<file path="src/pwst_pkg.sv">
`timescale 1ns / 1ps
// ----------------------------------------------------------------------------
// pwst_pkg
// Shared constants, types and operation codes for the proximity window
// statistics tracker.
// ----------------------------------------------------------------------------
package pwst_pkg;

  // Block configuration.
  localparam int PROX_WINDOW   = 16;
  localparam int LIGHT_WINDOW  = 16;
  localparam int HISTORY_DEPTH = 32;
  localparam int TABLE_LEN     = 16;

  // Effective windows, clamped to the history ring.
  localparam int PW_EFF = (PROX_WINDOW < 1) ? 1 :
                          ((PROX_WINDOW > HISTORY_DEPTH) ? HISTORY_DEPTH : PROX_WINDOW);
  localparam int LW_EFF = (LIGHT_WINDOW < 1) ? 1 :
                          ((LIGHT_WINDOW > HISTORY_DEPTH) ? HISTORY_DEPTH : LIGHT_WINDOW);

  // Derived widths.
  localparam int AW     = (HISTORY_DEPTH > 1) ? $clog2(HISTORY_DEPTH) : 1;
  localparam int CNT_W  = $clog2(HISTORY_DEPTH + 1) + 1;
  localparam int SUM_W  = 16 + $clog2(HISTORY_DEPTH + 1);
  localparam int SQ_W   = 32 + $clog2(HISTORY_DEPTH + 1);
  localparam int NUM_W  = SQ_W + CNT_W;
  localparam int TI_W   = $clog2(TABLE_LEN);
  localparam int FILL_W = 6;
  localparam int FILL_MAX = 63;

  // Fixed field widths.
  localparam int SAMPLE_W = 16;
  localparam int DEV_W    = 20;
  localparam int DIST_W   = 13;
  localparam int IN_W     = 56;
  localparam int OUT_W    = 88;

  // Shared arithmetic unit.
  localparam int ROOT_W = 26;
  localparam int X_W    = 2 * ROOT_W;
  localparam int REM_W  = ROOT_W + 2;
  localparam int STEP_W = $clog2(ROOT_W);

  localparam int MUL_A_W = (SQ_W > SUM_W) ? SQ_W : SUM_W;
  localparam int MUL_P_W = MUL_A_W + SUM_W;

  // Arithmetic operation codes.
  localparam logic ARITH_DIV  = 1'b0;
  localparam logic ARITH_SQRT = 1'b1;

  // Input item kinds.
  localparam logic MODE_SAMPLE = 1'b0;
  localparam logic MODE_TABLE  = 1'b1;

  // Register indexes.
  localparam logic REG_EXIT  = 1'b0;
  localparam logic REG_ENTER = 1'b1;

  typedef struct packed {
    logic              start;
    logic              op;
    logic [X_W-1:0]    a;
    logic [15:0]       b;
  } arith_req_t;

  typedef struct packed {
    logic              done;
    logic [ROOT_W-1:0] result;
  } arith_rsp_t;

endpackage

</file>
<file path="src/pwst_arith.sv">
`timescale 1ns / 1ps
// ----------------------------------------------------------------------------
// pwst_arith
// Bit-serial divider and integer square root sharing one remainder datapath.
// Both take one result bit per cycle until all ROOT_W result bits are formed.
// ----------------------------------------------------------------------------
module pwst_arith (
  input  logic               clk,
  input  logic               rst,
  input  pwst_pkg::arith_req_t req,
  output pwst_pkg::arith_rsp_t rsp
);
  import pwst_pkg::*;

  logic              busy;
  logic              done;
  logic              op;
  logic [X_W-1:0]    x;
  logic [REM_W-1:0]  rem;
  logic [ROOT_W-1:0] root;
  logic [15:0]       dvs;
  logic [STEP_W-1:0] step;

  logic [REM_W-1:0]  rem_shift;
  logic [REM_W-1:0]  trial;
  logic              ge;

  // One step: shift in one dividend bit or two radicand bits and try.
  always_comb begin
    if (op == ARITH_SQRT) begin
      rem_shift = {rem[REM_W-3:0], x[X_W-1 -: 2]};
      trial     = {root, 2'b01};
    end else begin
      rem_shift = {rem[REM_W-2:0], x[X_W-1]};
      trial     = REM_W'(dvs);
    end
    ge = (rem_shift >= trial);
  end

  // Sequencing of the iterations.
  always_ff @(posedge clk) begin
    if (rst) begin
      busy <= 1'b0;
      done <= 1'b0;
    end else begin
      done <= 1'b0;
      if (req.start) begin
        busy <= 1'b1;
      end else if (busy && step == STEP_W'(ROOT_W - 1)) begin
        busy <= 1'b0;
        done <= 1'b1;
      end
    end
  end

  // Datapath.
  always_ff @(posedge clk) begin
    if (req.start) begin
      op   <= req.op;
      x    <= (req.op == ARITH_DIV) ? {req.a[ROOT_W-1:0], {ROOT_W{1'b0}}} : req.a;
      dvs  <= req.b;
      rem  <= '0;
      root <= '0;
      step <= '0;
    end else if (busy) begin
      rem  <= ge ? (rem_shift - trial) : rem_shift;
      root <= {root[ROOT_W-2:0], ge};
      x    <= (op == ARITH_SQRT) ? {x[X_W-3:0], 2'b00} : {x[X_W-2:0], 1'b0};
      step <= step + 1'b1;
    end
  end

  assign rsp.done   = done;
  assign rsp.result = root;

endmodule

</file>
<file path="src/proximity_window_stats_tracker.sv">
`timescale 1ns / 1ps
// ----------------------------------------------------------------------------
// proximity_window_stats_tracker
// Window mean, deviation, distance and proximity flags for sensor samples.
// ----------------------------------------------------------------------------
// A sample transaction (tuser 0) updates the window sums, then reads, squares
// and accumulates each window entry for the sum of squares. Each channel then
// runs its multiply and setup states and three passes of the serial
// divide/square-root unit: square root, deviation divide and mean divide.
// After the second channel comes a walk of up to TABLE_LEN table entries and,
// when an entry after the first one matches, one more divide. s_tready is low
// during that time. A table transaction (tuser 1) is written from the idle
// state and gives no result. A finished result waits in the output register
// while the next transaction is taken.
// ----------------------------------------------------------------------------
module proximity_window_stats_tracker (
  input  logic                          clk,
  input  logic                          rst,
  input  logic                          s_tvalid,
  output logic                          s_tready,
  // prox_sample[15:0], light_sample[31:16], entry_index[35:32], entry_value[51:36]
  input  logic [pwst_pkg::IN_W-1:0]     s_tdata,
  // mode
  input  logic                          s_tuser,
  output logic                          m_tvalid,
  input  logic                          m_tready,
  // prox_mean[15:0], prox_deviation[35:16], light_mean[51:36],
  // light_deviation[71:52], distance[84:72], near_flag[85], blocked_flag[86]
  output logic [pwst_pkg::OUT_W-1:0]    m_tdata,
  input  logic                          cfg_we,
  input  logic                          cfg_index,
  input  logic [15:0]                   cfg_data
);
  import pwst_pkg::*;

  localparam logic [3:0] ST_IDLE    = 4'd0;
  localparam logic [3:0] ST_SUM     = 4'd1;
  localparam logic [3:0] ST_SQ_RD   = 4'd2;
  localparam logic [3:0] ST_SQ_MP   = 4'd3;
  localparam logic [3:0] ST_SQ_ML   = 4'd4;
  localparam logic [3:0] ST_SQ_AL   = 4'd5;
  localparam logic [3:0] ST_M_NSQ   = 4'd6;
  localparam logic [3:0] ST_M_SS    = 4'd7;
  localparam logic [3:0] ST_M_SUB   = 4'd8;
  localparam logic [3:0] ST_SQRT_GO = 4'd9;
  localparam logic [3:0] ST_SQRT_W  = 4'd10;
  localparam logic [3:0] ST_DEV_W   = 4'd11;
  localparam logic [3:0] ST_MEAN_W  = 4'd12;
  localparam logic [3:0] ST_TBL     = 4'd13;
  localparam logic [3:0] ST_DIST_W  = 4'd14;
  localparam logic [3:0] ST_FIN     = 4'd15;

  logic [3:0] state;

  // Configuration registers.
  logic [15:0] exit_level;
  logic [15:0] enter_level;

  // Stored state.
  logic [SAMPLE_W-1:0] prox_mem  [HISTORY_DEPTH];
  logic [SAMPLE_W-1:0] light_mem [HISTORY_DEPTH];
  logic [SAMPLE_W-1:0] thr [TABLE_LEN];
  logic [SUM_W-1:0]    prox_sum;
  logic [SUM_W-1:0]    light_sum;
  logic [AW-1:0]       wp;
  logic [FILL_W-1:0]   fill;
  logic                near_state;
  logic                blocked_state;

  // Per-item working registers.
  logic [SAMPLE_W-1:0] ps;
  logic [SAMPLE_W-1:0] ls;
  logic [SAMPLE_W-1:0] rd_p;
  logic [SAMPLE_W-1:0] rd_l;
  logic [SQ_W-1:0]     acc_p;
  logic [SQ_W-1:0]     acc_l;
  logic [CNT_W-1:0]    k;
  logic                ch;
  logic [MUL_P_W-1:0]  prod;
  logic [NUM_W-1:0]    nsq;
  logic [NUM_W-1:0]    num;
  logic                light_flat;
  logic [SAMPLE_W-1:0] p_mean;
  logic [SAMPLE_W-1:0] l_mean;
  logic [DEV_W-1:0]    p_dev;
  logic [DEV_W-1:0]    l_dev;
  logic [TI_W-1:0]     ti;
  logic [SAMPLE_W-1:0] thr_prev;
  logic [DIST_W-1:0]   dist_val;

  logic                accept;
  logic [AW-1:0]       rd_addr_p;
  logic [AW-1:0]       rd_addr_l;
  logic [CNT_W-1:0]    n_p;
  logic [CNT_W-1:0]    n_l;
  logic [CNT_W-1:0]    n_max;
  logic [CNT_W-1:0]    n_ch;
  logic [SQ_W-1:0]     sq_ch;
  logic [SUM_W-1:0]    sum_ch;
  logic [MUL_A_W-1:0]  mul_a;
  logic [SUM_W-1:0]    mul_b;
  logic                near_next;
  logic                blocked_next;

  arith_req_t req;
  arith_rsp_t rsp;

  assign s_tready = (state == ST_IDLE);
  assign accept   = s_tvalid && s_tready;

  // Samples in each window, counting the current one.
  always_comb begin
    n_p   = ((CNT_W'(fill) + 1'b1) > CNT_W'(PW_EFF)) ? CNT_W'(PW_EFF) : CNT_W'(fill) + 1'b1;
    n_l   = ((CNT_W'(fill) + 1'b1) > CNT_W'(LW_EFF)) ? CNT_W'(LW_EFF) : CNT_W'(fill) + 1'b1;
    n_max = (n_p > n_l) ? n_p : n_l;
    n_ch  = ch ? n_l : n_p;
    sq_ch = ch ? acc_l : acc_p;
    sum_ch = ch ? light_sum : prox_sum;
  end

  // History read addresses: the leaving entry at accept, then walk backward.
  always_comb begin
    if (state == ST_IDLE) begin
      rd_addr_p = (int'(wp) >= PW_EFF) ? AW'(int'(wp) - PW_EFF)
                                       : AW'(int'(wp) + HISTORY_DEPTH - PW_EFF);
      rd_addr_l = (int'(wp) >= LW_EFF) ? AW'(int'(wp) - LW_EFF)
                                       : AW'(int'(wp) + HISTORY_DEPTH - LW_EFF);
    end else begin
      rd_addr_p = (int'(wp) >= int'(k)) ? AW'(int'(wp) - int'(k))
                                        : AW'(int'(wp) + HISTORY_DEPTH - int'(k));
      rd_addr_l = rd_addr_p;
    end
  end

  // History rings: read old contents before the write of the new sample.
  always_ff @(posedge clk) begin
    rd_p <= prox_mem[rd_addr_p];
    rd_l <= light_mem[rd_addr_l];
    if (accept && s_tuser == MODE_SAMPLE) begin
      prox_mem[wp]  <= s_tdata[15:0];
      light_mem[wp] <= s_tdata[31:16];
    end
  end

  // Shared multiplier operand selection.
  always_comb begin
    mul_a = '0;
    mul_b = '0;
    unique case (state)
      ST_SQ_MP: begin
        mul_a = MUL_A_W'(rd_p);
        mul_b = SUM_W'(rd_p);
      end
      ST_SQ_ML: begin
        mul_a = MUL_A_W'(rd_l);
        mul_b = SUM_W'(rd_l);
      end
      ST_M_NSQ: begin
        mul_a = MUL_A_W'(sq_ch);
        mul_b = SUM_W'(n_ch);
      end
      ST_M_SS: begin
        mul_a = MUL_A_W'(sum_ch);
        mul_b = sum_ch;
      end
      default: begin
        mul_a = '0;
        mul_b = '0;
      end
    endcase
  end

  always_ff @(posedge clk) begin
    prod <= MUL_P_W'(mul_a) * MUL_P_W'(mul_b);
  end

  // Requests to the serial divide/square-root unit.
  always_comb begin
    req = '0;
    if (state == ST_SQRT_GO) begin
      req.start = 1'b1;
      req.op    = ARITH_SQRT;
      req.a     = X_W'({num, 8'h00});
    end else if (state == ST_SQRT_W && rsp.done) begin
      req.start = 1'b1;
      req.op    = ARITH_DIV;
      req.a     = X_W'(rsp.result);
      req.b     = 16'(n_ch);
    end else if (state == ST_DEV_W && rsp.done) begin
      req.start = 1'b1;
      req.op    = ARITH_DIV;
      req.a     = X_W'(sum_ch);
      req.b     = 16'(n_ch);
    end else if (state == ST_TBL && p_mean >= thr[ti] && ti != '0) begin
      req.start = 1'b1;
      req.op    = ARITH_DIV;
      req.a     = X_W'({thr_prev - p_mean, 9'h000});
      req.b     = thr_prev - thr[ti];
    end
  end

  pwst_arith u_arith (
    .clk (clk),
    .rst (rst),
    .req (req),
    .rsp (rsp)
  );

  // Flag updates for the current sample.
  always_comb begin
    near_next = near_state;
    if (near_state && ps <= exit_level) begin
      near_next = 1'b0;
    end else if (!near_state && ps >= enter_level) begin
      near_next = 1'b1;
    end
    blocked_next = blocked_state;
    if (!blocked_state && near_next && l_mean == '0 && light_flat) begin
      blocked_next = 1'b1;
    end else if (blocked_state && !near_next) begin
      blocked_next = 1'b0;
    end
  end

  // Configuration writes.
  always_ff @(posedge clk) begin
    if (rst) begin
      exit_level  <= 16'h0000;
      enter_level <= 16'hFFFF;
    end else if (cfg_we) begin
      unique case (cfg_index)
        REG_EXIT:  exit_level  <= cfg_data;
        REG_ENTER: enter_level <= cfg_data;
        default:   exit_level  <= exit_level;
      endcase
    end
  end

  // Threshold table.
  always_ff @(posedge clk) begin
    if (rst) begin
      for (int i = 0; i < TABLE_LEN; i++) begin
        thr[i] <= '0;
      end
    end else if (accept && s_tuser == MODE_TABLE && int'(s_tdata[35:32]) < TABLE_LEN) begin
      thr[TI_W'(s_tdata[35:32])] <= s_tdata[51:36];
    end
  end

  // Sequencer and control state.
  always_ff @(posedge clk) begin
    if (rst) begin
      state         <= ST_IDLE;
      prox_sum      <= '0;
      light_sum     <= '0;
      wp            <= '0;
      fill          <= '0;
      near_state    <= 1'b0;
      blocked_state <= 1'b0;
      m_tvalid      <= 1'b0;
    end else begin
      // The final state loads a new result itself, so only clear elsewhere.
      if (m_tvalid && m_tready && state != ST_FIN) begin
        m_tvalid <= 1'b0;
      end
      unique case (state)
        ST_IDLE: begin
          if (accept && s_tuser == MODE_SAMPLE) begin
            state <= ST_SUM;
          end
        end
        ST_SUM: begin
          prox_sum  <= prox_sum - ((int'(fill) >= PW_EFF) ? SUM_W'(rd_p) : '0) + SUM_W'(ps);
          light_sum <= light_sum - ((int'(fill) >= LW_EFF) ? SUM_W'(rd_l) : '0) + SUM_W'(ls);
          state     <= ST_SQ_RD;
        end
        ST_SQ_RD: state <= ST_SQ_MP;
        ST_SQ_MP: state <= ST_SQ_ML;
        ST_SQ_ML: state <= ST_SQ_AL;
        ST_SQ_AL: begin
          if (k + 1'b1 < n_max) begin
            state <= ST_SQ_RD;
          end else begin
            state <= ST_M_NSQ;
          end
        end
        ST_M_NSQ:   state <= ST_M_SS;
        ST_M_SS:    state <= ST_M_SUB;
        ST_M_SUB:   state <= ST_SQRT_GO;
        ST_SQRT_GO: state <= ST_SQRT_W;
        ST_SQRT_W: begin
          if (rsp.done) begin
            state <= ST_DEV_W;
          end
        end
        ST_DEV_W: begin
          if (rsp.done) begin
            state <= ST_MEAN_W;
          end
        end
        ST_MEAN_W: begin
          if (rsp.done) begin
            state <= ch ? ST_TBL : ST_M_NSQ;
          end
        end
        ST_TBL: begin
          if (p_mean >= thr[ti]) begin
            state <= (ti == '0) ? ST_FIN : ST_DIST_W;
          end else if (int'(ti) == TABLE_LEN - 1) begin
            state <= ST_FIN;
          end
        end
        ST_DIST_W: begin
          if (rsp.done) begin
            state <= ST_FIN;
          end
        end
        ST_FIN: begin
          if (!m_tvalid || m_tready) begin
            m_tvalid      <= 1'b1;
            near_state    <= near_next;
            blocked_state <= blocked_next;
            wp            <= (int'(wp) == HISTORY_DEPTH - 1) ? '0 : wp + 1'b1;
            fill          <= (int'(fill) == FILL_MAX) ? fill : fill + 1'b1;
            state         <= ST_IDLE;
          end
        end
        default: state <= ST_IDLE;
      endcase
    end
  end

  // Per-item datapath registers.
  always_ff @(posedge clk) begin
    if (accept && s_tuser == MODE_SAMPLE) begin
      ps <= s_tdata[15:0];
      ls <= s_tdata[31:16];
    end
    unique case (state)
      ST_SUM: begin
        acc_p <= '0;
        acc_l <= '0;
        k     <= '0;
        ch    <= 1'b0;
      end
      ST_SQ_ML: begin
        if (k < n_p) begin
          acc_p <= acc_p + SQ_W'(prod);
        end
      end
      ST_SQ_AL: begin
        if (k < n_l) begin
          acc_l <= acc_l + SQ_W'(prod);
        end
        k <= k + 1'b1;
      end
      ST_M_SS: nsq <= NUM_W'(prod);
      ST_M_SUB: num <= nsq - NUM_W'(prod);
      ST_SQRT_GO: begin
        if (ch) begin
          light_flat <= (num == '0);
        end
      end
      ST_DEV_W: begin
        if (rsp.done) begin
          if (ch) begin
            l_dev <= DEV_W'(rsp.result);
          end else begin
            p_dev <= DEV_W'(rsp.result);
          end
        end
      end
      ST_MEAN_W: begin
        if (rsp.done) begin
          if (ch) begin
            l_mean <= SAMPLE_W'(rsp.result);
          end else begin
            p_mean <= SAMPLE_W'(rsp.result);
          end
          ch       <= 1'b1;
          ti       <= '0;
          thr_prev <= '0;
        end
      end
      ST_TBL: begin
        if (p_mean >= thr[ti]) begin
          dist_val <= '0;
        end else begin
          if (int'(ti) == TABLE_LEN - 1) begin
            dist_val <= DIST_W'(512 * (TABLE_LEN - 1));
          end
          thr_prev <= thr[ti];
          ti       <= ti + 1'b1;
        end
      end
      ST_DIST_W: begin
        if (rsp.done) begin
          dist_val <= DIST_W'(512 * (int'(ti) - 1)) + DIST_W'(rsp.result[8:0]);
        end
      end
      default: ;
    endcase
  end

  // Output register.
  always_ff @(posedge clk) begin
    if (state == ST_FIN && (!m_tvalid || m_tready)) begin
      m_tdata <= {1'b0, blocked_next, near_next, dist_val, l_dev, l_mean, p_dev, p_mean};
    end
  end

endmodule

</file>
<file path="config.mk">
export PLATFORM = sky130hd
export DESIGN_NAME = proximity_window_stats_tracker
export DESIGN_NICKNAME = d
export VERILOG_FILES = /design/src/pwst_pkg.sv /design/src/pwst_arith.sv /design/src/proximity_window_stats_tracker.sv
export SDC_FILE = /design/constraint.sdc
export NUM_CORES = 2
export LEC_CHECK = 0
export BUFFER_PORTS_ARGS = -buffer_cell sky130_fd_sc_hd__buf_2
export CORE_ASPECT_RATIO = 2
export CORE_MARGIN = 5
export CORE_UTILIZATION = 35
export DETAILED_ROUTE_END_ITERATION = 8
export PLACE_DENSITY = 0.57
export SLEW_MARGIN = 20
export SYNTH_ARGS = -nofsm -noshare
export SYNTH_HDL_FRONTEND = slang
export SYNTH_HIERARCHICAL = 1
export SYNTH_SLANG_ARGS = --single-unit
</file>
<file path="constraint.sdc">
create_clock -name clk -period 9.8 [get_ports clk]
set_input_delay 0.98 -clock clk [delete_from_list [all_inputs] [get_ports clk]]
set_output_delay 0.98 -clock clk [all_outputs]
set_load 0.01 [all_outputs]
</file>
After elaboration in Yosys (flattened, before gate mapping)
Memory sizes are Yosys's and may differ from the RTL's. A register that Yosys moved wholly into a read port is not among the register bits.
Index checks and enable logic that the tools add are counted.
Storage, ports and cells
  bits in registers: 667
  memory bits (writable): 1280
  output and inout bits: 90
  memories kept: 3
Operators by class
  add/sub/neg operators: 23
  $mul: 1
  magnitude comparators: 10
  equality and inequality tests: 30
  muxes and demuxes: 72
  bitwise gates (word level): 5
  reductions and logical operators: 52
Memory list
  light_mem: words 32, bits a word 16, read ports 1, clocked after memory_dff 1, write ports 1, line proximity_window_stats_tracker.sv:61  | logic [SAMPLE_W-1:0] light_mem [HISTORY_DEPTH];
  prox_mem: words 32, bits a word 16, read ports 1, clocked after memory_dff 1, write ports 1, line proximity_window_stats_tracker.sv:60  | logic [SAMPLE_W-1:0] prox_mem [HISTORY_DEPTH];
  thr: words 16, bits a word 16, read ports 1, clocked after memory_dff 1, write ports 16, line proximity_window_stats_tracker.sv:62  | logic [SAMPLE_W-1:0] thr [TABLE_LEN];
Operators by type and width (count)
  70-bit 2-to-1 mux: 3
  52-bit 2-to-1 mux: 4
  38-bit one-hot mux with 2 select lines: 2
  38-bit one-hot mux with 4 select lines: 1
  38-bit 2-to-1 mux: 3
  22-bit one-hot mux with 4 select lines: 1
  16-bit 2-to-1 mux: 5
  38-bit adder: 2
  4-bit one-hot mux with 16 select lines: 1
  28-bit 2-to-1 mux: 2
  54-bit 2-to-1 mux: 1
  4-bit 2-to-1 mux: 13
  45-bit zero test: 1
  38-bit by 22-bit multiplier with 45-bit output: 1
  45-bit subtractor: 1
  22-bit by 16-bit adder with 22-bit output: 2
  22-bit by 16-bit subtractor with 22-bit output: 2
  13-bit 2-to-1 mux: 3
  4-bit == test (second input constant): 8
  16-bit >= comparator: 2
  16-bit one-hot mux with 2 select lines: 1
  16-bit subtractor: 2
  28-bit >= comparator: 1
  27-bit 2-to-1 mux: 1
  other kinds (49): 130

Logic depth before layout (Yosys ltp)
  word-level depth: 9
  gate-level depth with buffers: 36

By module
Netlist, hierarchy kept.
By module, submodules not included
  proximity_window_stats_tracker: instances 1, cells an instance 9034, area an instance 104199.9 sq um, seq. area each 53921.7 sq um
  pwst_arith: instances 1, cells an instance 807, area an instance 7833.8 sq um, seq. area each 3273.1 sq um

Least setup slack after synthesis
OpenSTA, ideal clock, no wires.
  path type: register to register
  from: reg state[0]
  to: reg prod[44]
  arrival: 8.705 ns
  data required time: 9.737 ns
  path slack: 1.033 ns
  stages on the path, launching flop included: 33
  path buffers: 3
  clock period less this slack: 8.767 ns
  path through: dfxtp_1 clkbuf_1 nor2b_1 nand3_1 clkinv_1 a22oi_1 nand2_1 inv_1 o21ai_1 clkbuf_1 nand2_1 fa_1 fa_1 fa_1 inv_1 fa_1 inv_1 fa_1 inv_1 fa_1 fa_1 ha_1 buf_2 a21o_1 a21o_1 a211o_1 a41o_1 a41oi_2 o211ai_1 nand2_1 o41ai_2 or4_1 nand3_1
On the way
  cells in the longest elaborated chain, start to end: 3
RTL lines
  start, declared: line proximity_window_stats_tracker.sv:53  | logic [3:0] state;
  start signal, assigned: line proximity_window_stats_tracker.sv:303  | state <= ch ? ST_TBL : ST_M_NSQ;
  start signal, assigned: line proximity_window_stats_tracker.sv:308  | state <= (ti == '0) ? ST_FIN : ST_DIST_W;
  4-bit by 3-bit == test with 1-bit output or 4-bit by 2-bit == test with 1-bit output (tied branches): line proximity_window_stats_tracker.sv:149  | unique case (state)
  38-bit one-hot mux with 4 select lines or 22-bit one-hot mux with 4 select lines (tied branches): line proximity_window_stats_tracker.sv:149
  38-bit by 22-bit multiplier with 45-bit output (*): line proximity_window_stats_tracker.sv:174  | prod <= MUL_P_W'(mul_a) * MUL_P_W'(mul_b);
  end signal, assigned: line proximity_window_stats_tracker.sv:174
  end, declared: line proximity_window_stats_tracker.sv:79  | logic [MUL_P_W-1:0] prod;
Every way passes the cells marked *; elsewhere a longest branch is shown, timed or not.
A chain may end at the register's enable or synchronous reset.

Worst setup path after layout
  from: reg ch
  to: reg prod[44]
On the way
  cells in the longest elaborated chain, start to end: 3
RTL lines
  start, declared: line proximity_window_stats_tracker.sv:78  | logic ch;
  start signal, assigned: line proximity_window_stats_tracker.sv:344  | ch <= 1'b0;
  start signal, assigned: line proximity_window_stats_tracker.sv:380  | ch <= 1'b1;
  22-bit 2-to-1 mux or 38-bit 2-to-1 mux (tied branches): line proximity_window_stats_tracker.sv:118, proximity_window_stats_tracker.sv:117
  38-bit one-hot mux with 4 select lines or 22-bit one-hot mux with 4 select lines (tied branches): line proximity_window_stats_tracker.sv:149
  38-bit by 22-bit multiplier with 45-bit output (*): line proximity_window_stats_tracker.sv:174
Marked as above.

==> out/qor.txt <==
CTS sink cnt = 1983
CTS tree = yes
Dpl cell area = 118900 um2
Total gr overflow = 0
Final Hold Fails = 0
Worst slew pin tran = 1.131 ns
Setup violations, final = 0
Setup CP Type = flop to flop
Largest family of logic cells by synthesized area = adder cells
Setup ws final = 0.4270 ns
Highest-count cells in the layout ignoring fill and taps = edfxtp_1 (1748), nand2_1 (1725), inv_1 (878)
Vias per cell = 5.201
Status = completed
GRT Total Usage = 0.1847
Post-synthesis instance area = 112000 um2
Worst path slowest cell = edfxtp_1
Synth-to-Final Area Change = 11.83%
DRC viols = 0
Buf+Inv Stages, Crit Path = 8
Avg Synthesized Cell Area = 11.38 um2
Instance count of the mapped netlist = 9841
Post-synthesis compound-gate area fraction = 0.08627
Asr flop ratio synth = 0
Arrival @ worst endpoint = 10.01 ns
Die Y = 810.1 um
Detailed router's first-iteration violation count = 6440
Slowest cell delay on critical path = 0.81 ns
First-pass GRT wire length = 473200 um
Cell family with most CP delay = adder cells
Most frequent CP cell = fa_1
Post-layout util = 0.3919
Routed wire length = 313900 um
Top Ports = 169
Maxcap violations = 0
GP Congestion = 0.8871
H-tree level count = 4
Initial antenna violation count = 19
Setup TNS Final = 0 ns
Commonest non-fill, non-tap cell in the layout = edfxtp_1
Longest Clk Path Bufs = 4
Ys flop type = edfxtp_1
Worst-Skew Late Latency = 0.85 ns
Layout cells sized above 1 = 0.09365
Setup crit end kind = flop
Final worst-path cycle share = 0.9564
Inst Count DP = 14033
Nets = 11217
Simple-gate portion of the synthesized area = 0.1416
DR vias = 74818
Fmax = 106.7 MHz
Chip width = 410.1 um
Max-slew headroom = 0.2382
Starting density of the core = 0.3505
Maximum net fanout on the critical path = 18
Pwr per Cell Area = 261.5 nW/um2
RSZ-0062 raised after global routing = false
Final slew viol count = 0
Cts repair resizes = 0
Post-cts hold buffer count = 0
Fillers = 30417
Minimum clock period = 9.373 ns
Final Cell Area = 125300 um2
Number of global-route vias before repair = 74529
Fin cells = 14386
Number of enable flip-flop cells after synthesis = 1748
Post-route clock skew = 0.1039 ns
Sequential share of the synthesized area = 0.5105
Peak supply drop = 0.2864 mV
Clock-pin slew on the worst setup and hold paths = 0.06 ns
Row cnt = 294
Unique masters post-synth = 92
IO Port Bufs = 163
Ys Warns = 6
Worst hold path type = primary input to flop
Setup WS pre-CTS = 0.5403 ns
Die area = 332200 um2
Adder-Cell Fraction of Synth Area = 0.1619
Lkg Pwr = 46.73 nW
1st-pass router iterations = 6
#FFs+latches synth = 1983
Final ANT Viol Nets = 0
Core Region = 319700 um2
Worst Setup Start Kind = flop
Total CTS buffers = 190
CTS root buffer = clkbuf_16
Setup repair bufs after CTS = 0
Largest net degree at the start of global routing = 144
CP required = 10.43 ns
XOR/XNOR Fraction of Synth Area = 0.01798
Mux contribution to synthesized area = 0.03396
Drt wl/cell = 21.82 um
DP HPWL = 213700 um
-- layer usage --
metal / GRT usage / up-vias / wire length [um] / share of wire
li1: - / 34626 / - / -
met1: 0.2570 / 37571 / 137600 / 0.44
met2: 0.3015 / 2158 / 146400 / 0.47
met3: 0.02573 / 453 / 19200 / 0.061
met4: 0.05542 / 10 / 10660 / 0.034
met5: 0 / - / 56 / 0.00018
-- cells by family after synthesis --
group	Yosys count
AOI/OAI and AO/OA	1404
xor gates and xnor gates	230
adders and majority gates	1057
buffers and inverters	1385
DFF	1983
muxes	276
other	2
and+or+nand+nor	3504
-- area by class of cell --
| cell class | count | area [um2] | area share |
|---|---|---|---|
| Multi-Input combinational cell | 6628 | 50530 | 0.4034 |
| Inverter | 884 | 3322 | 0.02652 |
| Timing Repair Buffer | 394 | 2678 | 0.02137 |
| Sequential cell | 1983 | 57200 | 0.4566 |
| Clock inverter | 110 | 1292 | 0.01032 |
| Antenna cell | 12 | 30.03 | 0.0002397 |
| Tap cell | 4144 | 5185 | 0.04139 |
| Clock buffer | 231 | 5042 | 0.04025 |
-- tightest hold or removal path, stage by stage --
cell	delay, ns
buf_2	0.10
nand2_1	0.05
a21oi_1	0.05
-- cell usage after synthesis, drive strengths merged (12+ instances only) --
cell | count | share of area
xor2 | 88 | 0.0069
nand2 | 1725 | 0.058
inv | 877 | 0.029
edfxtp | 1748 | 0.47
o21bai | 26 | 0.0018
nand3 | 323 | 0.014
xnor2 | 142 | 0.011
a21boi | 12 | 0.00080
a211oi | 111 | 0.0076
nor2b | 106 | 0.0059
nor3 | 104 | 0.0047
o21a | 59 | 0.0040
a21oi | 305 | 0.014
a311o | 35 | 0.0031
a41oi | 12 | 0.0010
nor4 | 30 | 0.0018
nor2 | 524 | 0.018
clkbuf | 375 | 0.013
and2 | 314 | 0.018
a31o | 40 | 0.0031
a31oi | 95 | 0.0054
mux2 | 33 | 0.0033
fa | 654 | 0.12
or2 | 27 | 0.0015
o21ai | 240 | 0.011
or3 | 24 | 0.0013
a311oi | 166 | 0.013
dfxtp | 235 | 0.042
buf | 126 | 0.0055
mux4 | 80 | 0.016
nand2b | 47 | 0.0026
mux2i | 163 | 0.015
ha | 403 | 0.045
a21o | 140 | 0.0094
nand4 | 35 | 0.0020
a22oi | 26 | 0.0017
and3 | 199 | 0.011
a221oi | 15 | 0.0013
a211o | 24 | 0.0019
-- through the flow --
stage,hold WS (ns),total power [W]
2_1_floorplan,0.4003,0.02085
3_3_place_gp,0.4013,0.02505
3_5_place_dp,0.4045,0.02522
4_1_cts,0.3354,0.03291
5_1_grt,0.3658,0.03486
6_report,0.4008,0.03276
-- power breakdown --
| part | switching [W] | internal (W) |
|---|---|---|
| logic | 0.00906 | 0.00544 |
| clock network | 0.00324 | 0.00438 |
| registers | 0.000597 | 0.0100 |
-- flip-flops by register name, indices dropped and copies added, names as in the netlist, 27 cells and up, named ones only --
register	cells
acc_p	38
thr	256
u_arith/x	52
u_arith/rem	27
num	45
m_tdata	87
acc_l	38
nsq	45
prod	45
prox_mem	512
light_mem	512
-- path summary, 6_finish.rpt --
kind | from | to | slack [ns] | cells past startpoint
worst max-delay path | ch$_DFFE_PP_ | prod[44]$_DFF_P_ | 0.43 | 32
worst max register to register | ch$_DFFE_PP_ | prod[44]$_DFF_P_ | 0.43 | 32
worst min-delay path | cfg_data[9] | exit_level[9]$_SDFFE_PP0P_ | 0.40 | 3
worst min register to register | p_dev[14]$_DFFE_PP_ | m_tdata[30]$_DFFE_PP_ | 0.42 | 0
(Power assumes the default switching activity.)
